==> config.mk <==
export PLATFORM = sky130hd
export DESIGN_NAME = page_frame_allocator_unit
export DESIGN_NICKNAME = d
export VERILOG_FILES = /design/src/hw/rtl/pfa_pkg.sv /design/src/hw/rtl/pfa_fifo.sv /design/src/hw/rtl/pfa_front.sv /design/src/hw/rtl/pfa_back.sv /design/src/hw/rtl/page_frame_allocator_unit.sv
export SDC_FILE = /design/constraint.sdc
export NUM_CORES = 1
export LEC_CHECK = 0
export BUFFER_PORTS_ARGS = -buffer_cell sky130_fd_sc_hd__clkbuf_2
export CAP_MARGIN = 10
export CORE_MARGIN = 1.5
export CORE_UTILIZATION = 45
export DETAILED_ROUTE_END_ITERATION = 12
export GPL_TIMING_DRIVEN = 0
export PLACE_DENSITY = 0.65
export SYNTH_ARGS = -nofsm -noshare
export SYNTH_HDL_FRONTEND = slang
export SYNTH_SLANG_ARGS = --single-unit
==> constraint.sdc <==
create_clock -name clk -period 10.5 [get_ports clk]
set_input_delay 1.05 -clock clk [delete_from_list [all_inputs] [get_ports clk]]
set_output_delay 1.05 -clock clk [all_outputs]
set_load 0.01 [all_outputs]
==> src/hw/rtl/pfa_pkg.sv <==
// Shared types, codes and widths of the page frame allocator.
`timescale 1ns / 1ps

package pfa_pkg;

  // Default sizes for the top level parameters
  localparam int MAX_FRAMES_DEF     = 64;
  localparam int MAX_PAGE_WORDS_DEF = 4096;

  // Field widths
  localparam int WORD_W      = 19;
  localparam int FRAME_W     = 6;
  localparam int PAGE_W      = 13;
  localparam int COUNT_W     = 7;
  localparam int STATUS_W    = 2;
  localparam int FRAME_SLOTS = 1 << FRAME_W;

  // Divider sizing: quotient never exceeds the frame count (at most 64)
  localparam int REM_W  = WORD_W + 1;
  localparam int QUO_W  = 7;
  localparam int STEP_W = 3;

  // Configuration port
  localparam int CFG_INDEX_W = 1;
  localparam int CFG_DATA_W  = 13;
  localparam logic [CFG_INDEX_W-1:0] CFG_PAGE_WORDS  = 1'b0;
  localparam logic [CFG_INDEX_W-1:0] CFG_FRAME_COUNT = 1'b1;

  // Request opcodes
  localparam logic OP_ALLOC = 1'b0;
  localparam logic OP_FREE  = 1'b1;

  // Result status codes
  localparam logic [STATUS_W-1:0] ST_OK        = 2'd0;
  localparam logic [STATUS_W-1:0] ST_NO_MEM    = 2'd1;
  localparam logic [STATUS_W-1:0] ST_BAD_INDEX = 2'd2;

  // Queue depths
  localparam int CMD_DEPTH = 2;
  localparam int RES_DEPTH = 4;

  // Classified request handed from front to back
  typedef enum logic [2:0] {
    CMD_FREE_OK,
    CMD_FREE_BAD,
    CMD_ALLOC_EMPTY,
    CMD_ALLOC_REJECT,
    CMD_ALLOC_RUN
  } cmd_kind_t;

  typedef struct packed {
    cmd_kind_t           kind;
    logic [WORD_W-1:0]   word_count;
    logic [FRAME_W-1:0]  frame_index;
    logic                batch_end;
  } cmd_t;

  typedef struct packed {
    logic [STATUS_W-1:0] status;
    logic                has_frame;
    logic [FRAME_W-1:0]  frame_out;
    logic                last;
  } result_t;

endpackage

==> src/hw/rtl/pfa_fifo.sv <==
// Small register queue used for the command and result queues.
`timescale 1ns / 1ps

module pfa_fifo #(
  parameter int WIDTH = 8,
  parameter int DEPTH = 2
) (
  input  logic             clk,
  input  logic             rst,
  input  logic             push,
  input  logic [WIDTH-1:0] wr_data,
  output logic             full,
  input  logic             pop,
  output logic [WIDTH-1:0] rd_data,
  output logic             empty
);

  localparam int PTR_W = (DEPTH > 1) ? $clog2(DEPTH) : 1;
  localparam int CNT_W = $clog2(DEPTH + 1);

  logic [WIDTH-1:0] mem [DEPTH];
  logic [PTR_W-1:0] wr_ptr;
  logic [PTR_W-1:0] rd_ptr;
  logic [CNT_W-1:0] used;
  logic             push_ok;
  logic             pop_ok;

  assign full    = (used == CNT_W'(DEPTH));
  assign empty   = (used == '0);
  assign push_ok = push && !full;
  assign pop_ok  = pop && !empty;
  assign rd_data = mem[rd_ptr];

  // Store the entry at the write pointer
  always_ff @(posedge clk) begin
    if (push_ok) begin
      mem[wr_ptr] <= wr_data;
    end
  end

  // Advance pointers and occupancy
  always_ff @(posedge clk) begin
    if (rst) begin
      wr_ptr <= '0;
      rd_ptr <= '0;
      used   <= '0;
    end else begin
      if (push_ok) begin
        wr_ptr <= (wr_ptr == PTR_W'(DEPTH - 1)) ? '0 : wr_ptr + PTR_W'(1);
      end
      if (pop_ok) begin
        rd_ptr <= (rd_ptr == PTR_W'(DEPTH - 1)) ? '0 : rd_ptr + PTR_W'(1);
      end
      if (push_ok && !pop_ok) begin
        used <= used + CNT_W'(1);
      end else if (pop_ok && !push_ok) begin
        used <= used - CNT_W'(1);
      end
    end
  end

endmodule

==> src/hw/rtl/pfa_front.sv <==
// Request front end: takes items, classifies them and queues commands.
`timescale 1ns / 1ps

module pfa_front (
  input  logic                           clk,
  input  logic                           rst,
  input  logic                           push,
  output logic                           full,
  input  logic                           op,
  input  logic [pfa_pkg::WORD_W-1:0]     word_count,
  input  logic [pfa_pkg::FRAME_W-1:0]    frame_index,
  input  logic                           batch_end,
  input  logic [pfa_pkg::PAGE_W-1:0]     pw_eff,
  input  logic [pfa_pkg::COUNT_W-1:0]    nf_eff,
  input  logic                           cmd_full,
  output logic                           cmd_push,
  output pfa_pkg::cmd_t                  cmd
);

  import pfa_pkg::*;

  logic               held_valid;
  logic               held_op;
  logic [WORD_W-1:0]  held_words;
  logic [FRAME_W-1:0] held_index;
  logic               held_bend;
  logic [REM_W-1:0]   limit;
  logic               accept;

  assign full     = held_valid && cmd_full;
  assign accept   = push && !full;
  assign cmd_push = held_valid && !cmd_full;

  // Track the memory size in words; config must only change while idle, which the block itself does not enforce
  always_ff @(posedge clk) begin
    limit <= REM_W'(nf_eff) * REM_W'(pw_eff);
  end

  // Hold the accepted item until the command queue takes it
  always_ff @(posedge clk) begin
    if (rst) begin
      held_valid <= 1'b0;
    end else if (accept) begin
      held_valid <= 1'b1;
    end else if (cmd_push) begin
      held_valid <= 1'b0;
    end
  end

  always_ff @(posedge clk) begin
    if (accept) begin
      held_op    <= op;
      held_words <= word_count;
      held_index <= frame_index;
      held_bend  <= batch_end;
    end
  end

  // Classify the held item
  always_comb begin
    cmd.word_count  = held_words;
    cmd.frame_index = held_index;
    cmd.batch_end   = held_bend;
    if (held_op == OP_FREE) begin
      cmd.kind = (COUNT_W'(held_index) >= nf_eff) ? CMD_FREE_BAD : CMD_FREE_OK;
    end else if (REM_W'(held_words) > limit) begin
      cmd.kind = CMD_ALLOC_REJECT;
    end else if (held_words == '0) begin
      cmd.kind = CMD_ALLOC_EMPTY;
    end else begin
      cmd.kind = CMD_ALLOC_RUN;
    end
  end

endmodule

==> src/hw/rtl/pfa_back.sv <==
// Command back end: owns the frame map, divides, counts and grants frames.
`timescale 1ns / 1ps

module pfa_back #(
  parameter int MAX_FRAMES = pfa_pkg::MAX_FRAMES_DEF
) (
  input  logic                           clk,
  input  logic                           rst,
  input  logic                           cmd_empty,
  input  pfa_pkg::cmd_t                  cmd,
  output logic                           cmd_pop,
  input  logic [pfa_pkg::PAGE_W-1:0]     pw_eff,
  input  logic [pfa_pkg::COUNT_W-1:0]    nf_eff,
  input  logic                           res_full,
  output logic                           res_push,
  output pfa_pkg::result_t               res
);

  import pfa_pkg::*;

  typedef enum logic [4:0] {
    S_IDLE  = 5'b00001,
    S_DIV   = 5'b00010,
    S_COUNT = 5'b00100,
    S_GRANT = 5'b01000,
    S_FAIL  = 5'b10000
  } state_t;

  state_t                 state;
  state_t                 state_next;
  logic [MAX_FRAMES-1:0]  free_map;
  logic [FRAME_SLOTS-1:0] map_ext;
  logic [FRAME_SLOTS-1:0] map_next;
  logic [REM_W-1:0]       rem;
  logic [REM_W-1:0]       rem_next;
  logic [REM_W-1:0]       shifted;
  logic [QUO_W-1:0]       need;
  logic [QUO_W-1:0]       need_next;
  logic [STEP_W-1:0]      step;
  logic [STEP_W-1:0]      step_next;
  logic [COUNT_W-1:0]     idx;
  logic [COUNT_W-1:0]     idx_next;
  logic [COUNT_W-1:0]     tally;
  logic [COUNT_W-1:0]     tally_next;
  logic                   map_bit;
  logic                   reach;

  assign map_ext = FRAME_SLOTS'(free_map);
  assign map_bit = map_ext[idx[FRAME_W-1:0]];
  assign shifted = REM_W'(pw_eff) << step;
  assign reach   = ((tally + COUNT_W'(1)) == COUNT_W'(need));

  // Sequence one command at a time
  always_comb begin
    state_next = state;
    map_next   = map_ext;
    rem_next   = rem;
    need_next  = need;
    step_next  = step;
    idx_next   = idx;
    tally_next = tally;
    cmd_pop    = 1'b0;
    res_push   = 1'b0;
    res.status    = ST_OK;
    res.has_frame = 1'b0;
    res.frame_out = '0;
    res.last      = 1'b1;

    unique case (state)
      S_IDLE: begin
        if (!cmd_empty) begin
          unique case (cmd.kind)
            CMD_FREE_OK: begin
              if (!res_full) begin
                cmd_pop   = 1'b1;
                res_push  = 1'b1;
                res.last  = cmd.batch_end;
                map_next[cmd.frame_index] = 1'b1;
              end
            end
            CMD_FREE_BAD: begin
              if (!res_full) begin
                cmd_pop    = 1'b1;
                res_push   = 1'b1;
                res.status = ST_BAD_INDEX;
                res.last   = cmd.batch_end;
              end
            end
            CMD_ALLOC_EMPTY: begin
              if (!res_full) begin
                cmd_pop  = 1'b1;
                res_push = 1'b1;
              end
            end
            CMD_ALLOC_REJECT: begin
              if (!res_full) begin
                cmd_pop    = 1'b1;
                res_push   = 1'b1;
                res.status = ST_NO_MEM;
              end
            end
            CMD_ALLOC_RUN: begin
              // Round up: divide word_count + page_words - 1
              cmd_pop    = 1'b1;
              rem_next   = REM_W'(cmd.word_count) + REM_W'(pw_eff) - REM_W'(1);
              need_next  = '0;
              step_next  = STEP_W'(QUO_W - 1);
              state_next = S_DIV;
            end
            default: begin
              cmd_pop = 1'b1;
            end
          endcase
        end
      end

      S_DIV: begin
        // One quotient bit per cycle, high bit first
        if (rem >= shifted) begin
          rem_next        = rem - shifted;
          need_next[step] = 1'b1;
        end
        if (step == '0) begin
          state_next = S_COUNT;
          idx_next   = '0;
          tally_next = '0;
        end else begin
          step_next = step - STEP_W'(1);
        end
      end

      S_COUNT: begin
        // Walk the map until enough free frames are seen or the frame count runs out
        if (map_bit && reach) begin
          state_next = S_GRANT;
          idx_next   = '0;
          tally_next = '0;
        end else if (idx == nf_eff - COUNT_W'(1)) begin
          state_next = S_FAIL;
        end else begin
          idx_next   = idx + COUNT_W'(1);
          tally_next = tally + COUNT_W'(map_bit);
        end
      end

      S_GRANT: begin
        // Hand out the lowest free frames in order
        if (map_bit) begin
          if (!res_full) begin
            res_push      = 1'b1;
            res.has_frame = 1'b1;
            res.frame_out = idx[FRAME_W-1:0];
            res.last      = reach;
            map_next[idx[FRAME_W-1:0]] = 1'b0;
            idx_next   = idx + COUNT_W'(1);
            tally_next = tally + COUNT_W'(1);
            if (reach) begin
              state_next = S_IDLE;
            end
          end
        end else begin
          idx_next = idx + COUNT_W'(1);
        end
      end

      S_FAIL: begin
        if (!res_full) begin
          res_push   = 1'b1;
          res.status = ST_NO_MEM;
          state_next = S_IDLE;
        end
      end

      default: begin
        state_next = S_IDLE;
      end
    endcase
  end

  always_ff @(posedge clk) begin
    if (rst) begin
      state    <= S_IDLE;
      free_map <= '1;
    end else begin
      state    <= state_next;
      free_map <= MAX_FRAMES'(map_next);
    end
  end

  always_ff @(posedge clk) begin
    rem   <= rem_next;
    need  <= need_next;
    step  <= step_next;
    idx   <= idx_next;
    tally <= tally_next;
  end

  // Frame need after division is nonzero and fits the frame count
  a_need_range: assert property (@(posedge clk) disable iff (rst)
    (state == S_DIV && step == '0) |=> (need != '0 && COUNT_W'(need) <= nf_eff))
    else $error("frame need out of range after division");

  // Counting and granting never pass the frame need
  a_tally_below: assert property (@(posedge clk) disable iff (rst)
    (state == S_COUNT || state == S_GRANT) |-> (tally < COUNT_W'(need)))
    else $error("tally reached need without leaving scan");

  // Each grant takes exactly one frame out of the free map
  a_grant_take: assert property (@(posedge clk) disable iff (rst)
    (state == S_GRANT && res_push) |=>
      ($countones(free_map) == $past($countones(free_map)) - 1))
    else $error("grant did not clear exactly one frame");

endmodule

==> src/hw/rtl/page_frame_allocator_unit.sv <==
// Top level of the first-fit page frame allocator.
// Path: a free passes the front end hold register, the command queue and
//   the result queue; an allocate also passes the divider, a count scan and,
//   if enough frames are free, a grant scan of the frame map.
// Throughput: frees sustain one item per cycle while results are popped; an
//   allocate holds the back end for its divide and up to two map scans.
// Reset: synchronous; every frame free, page_words 16, frame_count 64.
`timescale 1ns / 1ps

module page_frame_allocator_unit #(
  parameter int MAX_FRAMES     = pfa_pkg::MAX_FRAMES_DEF,
  parameter int MAX_PAGE_WORDS = pfa_pkg::MAX_PAGE_WORDS_DEF
) (
  input  logic                                clk,
  input  logic                                rst,
  // Configuration
  input  logic                                cfg_write,
  input  logic [pfa_pkg::CFG_INDEX_W-1:0]     cfg_index,
  input  logic [pfa_pkg::CFG_DATA_W-1:0]      cfg_data,
  // Requests
  input  logic                                push,
  output logic                                full,
  input  logic                                op,
  input  logic [pfa_pkg::WORD_W-1:0]          word_count,
  input  logic [pfa_pkg::FRAME_W-1:0]         frame_index,
  input  logic                                batch_end,
  // Results
  output logic                                empty,
  input  logic                                pop,
  output logic [pfa_pkg::STATUS_W-1:0]        status,
  output logic                                has_frame,
  output logic [pfa_pkg::FRAME_W-1:0]         frame_out,
  output logic                                last
);

  import pfa_pkg::*;

  localparam int PAGE_MAX = (1 << PAGE_W) - 1;
  localparam int PW_CAP   = (MAX_PAGE_WORDS > PAGE_MAX) ? PAGE_MAX : MAX_PAGE_WORDS;

  logic [PAGE_W-1:0]  page_words;
  logic [COUNT_W-1:0] frame_count;
  logic [PAGE_W-1:0]  pw_eff;
  logic [COUNT_W-1:0] nf_eff;

  cmd_t    cmd_in;
  cmd_t    cmd_head;
  logic    cmd_push;
  logic    cmd_full;
  logic    cmd_pop;
  logic    cmd_empty;
  result_t res_in;
  result_t res_head;
  logic    res_push;
  logic    res_full;

  // Configuration registers
  always_ff @(posedge clk) begin
    if (rst) begin
      page_words  <= PAGE_W'(16);
      frame_count <= COUNT_W'(64);
    end else if (cfg_write) begin
      unique case (cfg_index)
        CFG_PAGE_WORDS:  page_words  <= cfg_data[PAGE_W-1:0];
        CFG_FRAME_COUNT: frame_count <= cfg_data[COUNT_W-1:0];
        default: ;
      endcase
    end
  end

  // Clamp register values to the legal ranges
  always_comb begin
    priority if (page_words == '0) begin
      pw_eff = PAGE_W'(1);
    end else if (32'(page_words) > 32'(PW_CAP)) begin
      pw_eff = PAGE_W'(PW_CAP);
    end else begin
      pw_eff = page_words;
    end
    priority if (frame_count == '0) begin
      nf_eff = COUNT_W'(1);
    end else if (32'(frame_count) > 32'(MAX_FRAMES)) begin
      nf_eff = COUNT_W'(MAX_FRAMES);
    end else begin
      nf_eff = frame_count;
    end
  end

  pfa_front u_front (
    .clk         (clk),
    .rst         (rst),
    .push        (push),
    .full        (full),
    .op          (op),
    .word_count  (word_count),
    .frame_index (frame_index),
    .batch_end   (batch_end),
    .pw_eff      (pw_eff),
    .nf_eff      (nf_eff),
    .cmd_full    (cmd_full),
    .cmd_push    (cmd_push),
    .cmd         (cmd_in)
  );

  pfa_fifo #(
    .WIDTH ($bits(cmd_t)),
    .DEPTH (CMD_DEPTH)
  ) u_cmd_q (
    .clk     (clk),
    .rst     (rst),
    .push    (cmd_push),
    .wr_data (cmd_in),
    .full    (cmd_full),
    .pop     (cmd_pop),
    .rd_data (cmd_head),
    .empty   (cmd_empty)
  );

  pfa_back #(
    .MAX_FRAMES (MAX_FRAMES)
  ) u_back (
    .clk       (clk),
    .rst       (rst),
    .cmd_empty (cmd_empty),
    .cmd       (cmd_head),
    .cmd_pop   (cmd_pop),
    .pw_eff    (pw_eff),
    .nf_eff    (nf_eff),
    .res_full  (res_full),
    .res_push  (res_push),
    .res       (res_in)
  );

  pfa_fifo #(
    .WIDTH ($bits(result_t)),
    .DEPTH (RES_DEPTH)
  ) u_res_q (
    .clk     (clk),
    .rst     (rst),
    .push    (res_push),
    .wr_data (res_in),
    .full    (res_full),
    .pop     (pop),
    .rd_data (res_head),
    .empty   (empty)
  );

  // Present the oldest result
  assign status    = res_head.status;
  assign has_frame = res_head.has_frame;
  assign frame_out = res_head.frame_out;
  assign last      = res_head.last;

endmodule
==> results.md <==
- Die X: 204 um
- Routed wire length: 47.6 mm
- Die Y-Extent: 204 um
- Max_slew headroom: 31.8%
- Diode count: 0
- Fin area: 20100 um^2
- PwrDens: 172 nW/um^2
- Leakage Power: 8.09 nW
- Clock buffer count from CTS: 34
- First-pass GRT wire length: 75.4 mm
- Primary FF master, synth: edfxtp_1
- Final Non-Filler Cells: 2476
- Startpoint Class: register
- Number of synthesized flops with an enable pin: 169
- Fmax: 154 MHz
- Post-layout util: 50.7%
- Layout cells sized above 1: 8.00%
- Worst-margin pin slew: 1.02 ns
- Port Buffers: 54
- Sequential share of the synthesized area: 41.7%
- Netlist cell types: 72
- # setup viols final: 0
- Setup WS post-layout: 4.01 ns
- Via count: 14200
- Placer Congestion: 0.941
- Synthesis-to-finish area growth: 11.0%
- Post-placement cell count: 2415
- Clock transition at the registers of the reported paths: 0.06 ns
- Clk Latency, worst-skew pair: 0.53 ns
- Post-DP HPWL: 35.9 mm
- RSZ-0062 raised after global routing: false
- Peak supply drop: 0.165 mV
- Total grt overflow: 0
- Commonest non-fill, non-tap cells in the layout: 176 x nor2_1, 169 x edfxtp_1, 160 x inv_1, 153 x nand2_1, 128 x ha_1
- Mapped Cells: 1835
- Placement Cell Area: 19100 um^2
- Syn_nets: 2066
- Hold Buf Count CTS: 0
- Power, Total: 3.46 mW
- Setup TNS: 0 ns
- GR Util All Layers: 23.2%
- Max_cap viols: 0
- Period utilisation layout: 61.8%
- Final Critical Period: 6.49 ns
- Wirelength per Cell: 19.2 um
- Htree depth: 2
- Final hold viol count: 0
- Clock Sinks: 293
- FFs w/ async S/R, synth: 0%
- Area of the mapped netlist: 18100 um^2
- Status: finished, final reports clean
- Dpl ws: 4.11 ns
- Root Driver: clkbuf_16
- Largest net degree at the start of global routing: 30
- Iter 0 DRT Violations: 1150
- Rows: 73
- DRC: 0
- Most common cell after layout, fill and taps aside: nor2_1
- Core area: 39700 um^2
- Slew Limit Fails: 0
- Synth warn: 0
- Min-delay worst type: reg2reg
- Layout Skew: 0.0292 ns
- Multi-input gate area: 9660 um^2
- Crit-path max FO: 10
- Reg area: 7560 um^2
- Initial Util: 45.6%
- CTS tree: built
- Req. time, crit path: 10.75 ns
- Vias per cell: 5.75
- Detail Route Antenna Nets: 0
- Vias in the first global route: 14000
- Fillers: 3696
- Syn Area/Cell: 9.88 um^2
- Number of post-CTS setup repair buffers: 0
- Clock Tree Buf Depth: 3
- Die ar.: 41500 um^2
- Drt first pass iters: 6
- Nets: 2157
- WS Path Type: reg2reg
- Antenna violations before repair: 0
- Post_cts resized: 0
- Final hold slack: 0.466 ns
- I/O Pins: 58
- CP endpoint kind: register
- Register bit total from synthesis: 293
- WP data arrival: 6.74 ns
final cells by class:
cell class,count,share of cell area (%)
sequential,293,37.5
clock inverter,21,0.609
tap,525,3.26
buffer,72,1.51
timing repair buffer,55,1.44
inverter,169,3.15
multi-input combinational,1301,48.0
clock buffer,40,4.49
worst paths after layout:
path / start / endpoint / slack (ns) / cells after the start
max reg2reg: register / u_back.rem[19] / 4.01 / 19
max: register / u_back.rem[19] / 4.01 / 19
min: u_front.held_bend / u_cmd_q.mem[1][0] / 0.47 / 0
min reg2reg: u_front.held_bend / u_cmd_q.mem[1][0] / 0.47 / 0
cells in the mapped netlist, drive strengths merged, types with 16 or more instances:
cell type  number  area [um^2]
o22ai          48          300
ha            128         1600
o31ai          16          120
nor2          177          664
xor2           33          289
mux4           16          360
xnor2          42          368
nand2         153          574
inv           162          608
clkbuf         52          195
nand3          49          245
nor3           25          125
nor2b          39          244
a21o           24          180
o21ai          98          490
a31oi          16          106
fa             57         1140
a21oi          97          485
dfxtp         124         2480
edfxtp        169         5070
mux2i          55          551
nand2b         19          119
o21a           18          135
and3           24          150
buf            20          109
logic make-up after synthesis:
group	Yosys count	share of synthesized area [%]
xor gates and xnor gates	75	3.62
muxes	78	5.46
AOI/OAI and AO/OA	406	14.5
and+or+nand+nor	557	14.4
DFF	293	41.7
adders and majority gates	185	15.1
buffers and inverters	241	5.18
registers in the layout (all words and copies together), names as in the netlist, 2 cells and up, named ones only:
register	cells
u_cmd_q.used	2
u_back.step	3
u_res_q.rd_ptr	2
u_cmd_q.mem	58
u_back.need	7
u_back.rem	20
u_res_q.mem	40
u_back.tally	7
u_back.free_map	64
u_res_q.wr_ptr	2
u_back.idx	7
u_res_q.used	3
u_back.state	5
frame_count	7
page_words	13
u_front.held_index	6
u_front.limit	20
u_front.held_words	19
report_power, final:
| part | switching, mW | internal (mW) |
|---|---|---|
| Combinational | 0.577 | 0.390 |
| Sequential | 0.0497 | 1.34 |
| Clock | 0.478 | 0.621 |
| Total | 1.10 | 2.35 |
metal layers:
metal / part of all wire [%] / up-vias / global-route usage, %
li1: - / 6735 / -
met1: 41 / 6841 / 29.6
met2: 48 / 548 / 39.1
met3: 6.9 / 110 / 3.61
met4: 3.8 / 0 / 9.50
met5: 0 / - / 0
worst max-delay path, cell delays in order, from the launching register on:
cell and delay [ns]:
dfxtp_1 0.38, buf_1 0.44, clkbuf_1 0.54, buf_1 0.82, buf_1 0.58, mux2i_1 0.34, ha_1 0.19, inv_1 0.04
ha_1 0.18, inv_1 0.07, fa_1 0.19, nor2b_1 0.07, o31a_1 0.27, nor4_1 0.36, o31ai_1 0.18, o41ai_1 0.70
o21ai_0 0.28, mux2i_1 0.17, a21oi_1 0.25, o21ai_0 0.13
(Power assumes the default switching activity.)
